[src/hdl/bkh_pkg.sv]
// Types and constants shared by the bounded k-best max-heap modules.
// No dependencies.
`timescale 1ns / 1ps
`default_nettype none
package bkh_pkg;
    localparam int KIND_W = 2;
    localparam int ID_W   = 31;
    localparam int DIST_W = 32;
    localparam int SLOT_W = 6;
    localparam int CNT_W  = 7;

    localparam int MAX_CAPACITY = 64;

    localparam logic [KIND_W-1:0] KIND_INSERT = 2'd0;
    localparam logic [KIND_W-1:0] KIND_CLEAR  = 2'd1;
    localparam logic [KIND_W-1:0] KIND_READ   = 2'd2;
    localparam logic [KIND_W-1:0] KIND_NONE   = 2'd3;

    localparam logic signed [DIST_W-1:0] DIST_MIN = {1'b1, {(DIST_W-1){1'b0}}};
    localparam logic [CNT_W-1:0] CAP_RESET = 7'd32;

    typedef enum logic [1:0] {
        OP_INSERT,
        OP_CLEAR,
        OP_READ,
        OP_NOP
    } t_op;

    typedef struct packed {
        logic [ID_W-1:0]          id;
        logic signed [DIST_W-1:0] distance;
    } t_entry;

    typedef struct packed {
        t_op               op;
        t_entry            ent;
        logic [SLOT_W-1:0] slot;
    } t_cmd;

    typedef enum logic [2:0] {
        S_IDLE,
        S_RDSLOT,
        S_LOADM,
        S_DN_RD,
        S_DN_CMP,
        S_UP_RD,
        S_UP_CMP,
        S_DONE
    } t_state;
endpackage
`default_nettype wire

[src/hdl/bkh_front.sv]
// Input side: decodes the item kind and holds items in a two-entry queue.
// Depends on bkh_pkg.
`timescale 1ns / 1ps
`default_nettype none
module bkh_front
    import bkh_pkg::*;
(
    input  wire logic              i_clk,
    input  wire logic              i_rst_n,
    input  wire logic              i_valid,
    output logic                   o_ready,
    input  wire logic [KIND_W-1:0] i_kind,
    input  wire logic [ID_W-1:0]   i_point_id,
    input  wire logic [DIST_W-1:0] i_distance,
    input  wire logic [SLOT_W-1:0] i_slot,
    output logic                   o_cmd_valid,
    output t_cmd                   o_cmd,
    input  wire logic              i_pop
);
    t_cmd       r_q [2];
    logic       r_wp, r_rp;
    logic [1:0] r_cnt;
    t_cmd       w_cmd;
    logic       w_push;

    always_comb begin
        w_cmd.ent.id       = i_point_id;
        w_cmd.ent.distance = i_distance;
        w_cmd.slot         = i_slot;
        unique case (i_kind)
            KIND_INSERT: w_cmd.op = OP_INSERT;
            KIND_CLEAR:  w_cmd.op = OP_CLEAR;
            KIND_READ:   w_cmd.op = OP_READ;
            KIND_NONE:   w_cmd.op = OP_NOP;
            default:     w_cmd.op = OP_NOP;
        endcase
    end

    assign o_ready     = (r_cnt != 2'd2);
    assign w_push      = i_valid && o_ready;
    assign o_cmd_valid = (r_cnt != 2'd0);
    assign o_cmd       = r_q[r_rp];

    always_ff @(posedge i_clk) begin
        if (w_push) begin
            r_q[r_wp] <= w_cmd;
        end
    end

    always_ff @(posedge i_clk) begin
        if (!i_rst_n) begin
            r_wp  <= 1'b0;
            r_rp  <= 1'b0;
            r_cnt <= 2'd0;
        end else begin
            if (w_push) begin
                r_wp <= ~r_wp;
            end
            if (i_pop) begin
                r_rp <= ~r_rp;
            end
            r_cnt <= r_cnt + 2'(w_push) - 2'(i_pop);
        end
    end
endmodule
`default_nettype wire

[config.mk]
export PLATFORM = sky130hd
export DESIGN_NAME = bkh_front
export DESIGN_NICKNAME = d
export VERILOG_FILES = /design/src/hdl/bkh_pkg.sv /design/src/hdl/bkh_front.sv
export SDC_FILE = /design/constraint.sdc
export NUM_CORES = 1
export LEC_CHECK = 0
export BUFFER_PORTS_ARGS = -buffer_cell sky130_fd_sc_hd__buf_2
export CAP_MARGIN = 10
export CORE_UTILIZATION = 35
export CTS_CLUSTER_DIAMETER = 100
export DETAILED_ROUTE_END_ITERATION = 7
export GPL_ROUTABILITY_DRIVEN = 0
export PLACE_DENSITY = 0.63
export SYNTH_ARGS = -nofsm -noshare
export SYNTH_HDL_FRONTEND = slang
export SYNTH_SLANG_ARGS = --single-unit
[constraint.sdc]
create_clock -name i_clk -period 2.9 [get_ports i_clk]
set_clock_uncertainty 0.1 [all_clocks]
set_input_delay 0.145 -clock i_clk [delete_from_list [all_inputs] [get_ports i_clk]]
set_output_delay 0.145 -clock i_clk [all_outputs]
set_load 0.01 [all_outputs]
==> flow_summary_export.csv <==
group,metric,value,unit
cts,cts_tree,"built",
sta,rsz0062_at_grt,"no",
grt,grt_pass1_wl,15700,um
placement,hpwlAfterDp,6070,um
floorplan,die_area,0.0160,mm2
finish,design_area,0.00769,mm2
pwr,peakVddDrop,0.000406,V
finish,syn2layout_area_growth,41.9,%
cts,clk_latency,0.41,ns
cts,ctsHoldBuffers,72,
pwr,pwr_density_cell,710,mW/mm2
sta,finalSetupViolations,0,
grt,antenna_found_initial,0,
pwr,seqPwrFrac,47.7,%
hold_path,hp-class,"input port to flop",
finish,fillerInstances,1264,
pwr,p_comb_share,12.7,%
pwr,p_sw,0.00122,W
floorplan,initial_core_util,35.8,%
placement,placed_area,0.00638,mm2
placement,port_buffers,147,
status,outcome,"finished clean",
cts,root_buffer,"clkbuf_16",
detailed_routing,postRouteAntennaNets,0,
synth,synthSimpleGateAreaFrac,1.36,%
pwr,p_clk_share,39.6,%
synth,ys_types,24,
worst_setup_path,crit_arrival,1.94,ns
detailed_routing,first_pass_iters,4,
sta,drv_slew,0,
worst_setup_path,required,2.65,ns
sta,min_period_over_period,75.3,%
worst_setup_path,crit_buf_inv,2,
synth,avgSynthCellArea,21.6,um2
cts,cts_buffers,17,
floorplan,io_pins,148,
cts,clk_pin_slew,0.06,ns
grt,grt_pass1_vias,3146,
synth,yosys-mux-area-fraction,14.9,%
pwr,leakage,2.90,nW
grt,grt_max_degree,51,
detailed_routing,drt_iter0_drc,142,
detailed_routing,vias_per_cell,4.42,
synth,postSynthCellCount,251,
grt,grt.total_usage,13.3,%
worst_setup_path,path_delay_family,"flip-flops",
sta,fmax,458,MHz
synth,synth_largest_area_cell,"edfxtp_1",
worst_setup_path,cp.depth,3,
finish,nets,559,
worst_setup_path,start_kind,"flop",
worst_setup_path,crit_path_cell_trace,"buf_12 -> mux2_2 -> buf_2",
synth,synth_compound_area_share,0.831,%
floorplan,core,0.0151,mm2
synth,synth-xor-area-share,0.323,%
worst_setup_path,crit_path_max_incr_delay,0.69,ns
cts,postCtsResizedCells,0,
sta,fin_setup_tns,0,ns
pwr,intPower,0.00424,W
detailed_routing,wl_per_cell,14.7,um
synth,synth.area.top_cells,"edfxtp_1 79%, mux2_2 15%, dfxtp_1 1.8%",
synth,synthAdderAreaFrac,0.231,%
synth,ys_seq_elements,147,
sta,hold_viol,0,
worst_setup_path,path_class,"flop to output pin",
finish,final_layout_size_suffix_gt1_share,52.2,%
pwr,p_sw_share,22.3,%
floorplan,die_h,126,um
detailed_routing,totalWireLength,10100,um
grt,overflow,0,
synth,yosysWarnings,0,
floorplan,rows,45,
worst_setup_path,crit_path_end_kind,"output pin",
synth,yosysSeqAreaShare,80.5,%
detailed_routing,dr_total_vias,3021,
sta,max_slew.worst_pin.slew,0.580,ns
worst_setup_path,worstPathMaxFanout,36,
synth,synth_top_area_share,78.7,%
worst_setup_path,slowest_stage,"dfxtp_4",
synth,syn_area,0.00542,mm2
hold_path,holdPathStages,3,
floorplan,die_x,126,um
cts,clockBufferDepth,2,
cts,htreeDepth,4,
synth,synth_top_family_by_area,"multiplexers",
cts,postCtsSetupBuffers,0,
finish,diodes,0,
sta,min_period,2.18,ns
flow_run,max_cap_violations,0,
worst_setup_path,r2r_cells,3,
detailed_routing,drc,0,
sta,slew_headroom,61.4,%
cts,cts_sinks,147,
synth,syn-num-nets,327,
[Yosys cell counts]
master      n
buf_6       7
a21boi_2    1
dfxtp_1     5
buf_2       1
inv_1       2
mux2_2     71
nand2_1     2
or2_2       1
nand3b_1    2
nand2b_1    1
edfxtp_1  142
clkbuf_1    2
a21boi_1    1
xor2_1      1
nor4b_1     1
xnor2_1     1
mux2i_1     1
and2_1      3
ha_1        1
a211o_1     1
nand3_1     1
a21bo_2     1
a211oi_1    1
and3_1      1
[placed cells by master (no fill, tap or decap), types with 2 or more instances in the layout]
cell type        n
nand2_1          2
and2_1           3
clkinv_2         6
dlygate4sd3_1   72
buf_2          147
dfxtp_1          4
clkinvlp_4       4
clkbuf_16       17
bufinv_16        3
buf_12           3
clkinv_4         2
edfxtp_1       142
nand3b_1         2
mux2_2          71
[cell type report]
class | count | area, um2 | area share [%]
multi-input cells | 92 | 963 | 12.5
flip-flops and latches | 147 | 4370 | 56.8
well taps | 188 | 235 | 3.06
clock buffers | 17 | 425 | 5.53
clock inverters | 15 | 166 | 2.16
repair buffers | 223 | 1520 | 19.8
inverters | 2 | 8.76 | 0.114
[registers in the layout, summed over array words and instances, names as in the netlist, named ones only]
register / count
r_rp: 1
r_wp: 1
r_q: 142
r_cnt: 2
[power by group through the flow]
stage	Combinational, W	Clock [W]	Sequential, W
2_1_floorplan	0.000383	0	0.00262
6_report	0.000691	0.00216	0.00260
3_3_place_gp	0.000618	0	0.00264
3_5_place_dp	0.000626	0	0.00265
4_1_cts	0.000706	0.00223	0.00261
5_1_grt	0.000752	0.00231	0.00262
[cell families (layout without fill, tap and decap cells)]
group                      count (synthesis)  count (layout)
AOI/OAI and AO/OA                          5               5
xor gates and xnor gates                   2               2
adders and majority gates                  1               1
buffers and inverters                     12             257
DFF                                      147             147
muxes                                     72              72
and+or+nand+nor                           12              12
[worst paths after layout]
check	slack (ns)	end	startpoint
hold / removal	0.03	r_wp$_SDFFE_PN0P_	i_valid
setup / recovery	0.72	o_cmd[63]	flop
hold reg to reg	0.47	flop	r_rp$_SDFFE_PN0P_
setup reg to reg	0.96	r_q[1][19]$_DFFE_PP_	r_cnt[0]$_SDFF_PN0_
[per-layer routing]
metal | up-vias | GRT usage (%) | share of wire [%]
li1 | 1454 | - | -
met1 | 1462 | 14.5 | 42
met2 | 91 | 22.8 | 50
met3 | 14 | 4.98 | 5.9
met4 | 0 | 6.17 | 1.6
met5 | - | 0 | 0
[tightest hold or removal path, stage by stage]
cell,delay [ns]
buf_2,0.14
nand3b_1,0.13
a21boi_1,0.07
[through the flow]
| stage | total power [W] | utilization [%] | hold slack, ns | setup WS [ns] | instances |
|---|---|---|---|---|---|
| finish | 0.00546 | 50.8 | 0.0293 | 0.718 | 684 |
| global route | 0.00568 | 50.8 | 0.0299 | 0.608 | 684 |
| CTS | 0.00554 | 50.8 | 0.00525 | 0.663 | 684 |
| detailed placement | 0.00328 | 42.1 | 0.237 | 0.929 | 580 |
| global placement | 0.00326 | 42.1 | 0.233 | 0.969 | 580 |
| floorplan | 0.00301 | - | 0.144 | 0.0308 | 251 |
Note: power is estimated with default switching activity, not from simulation.
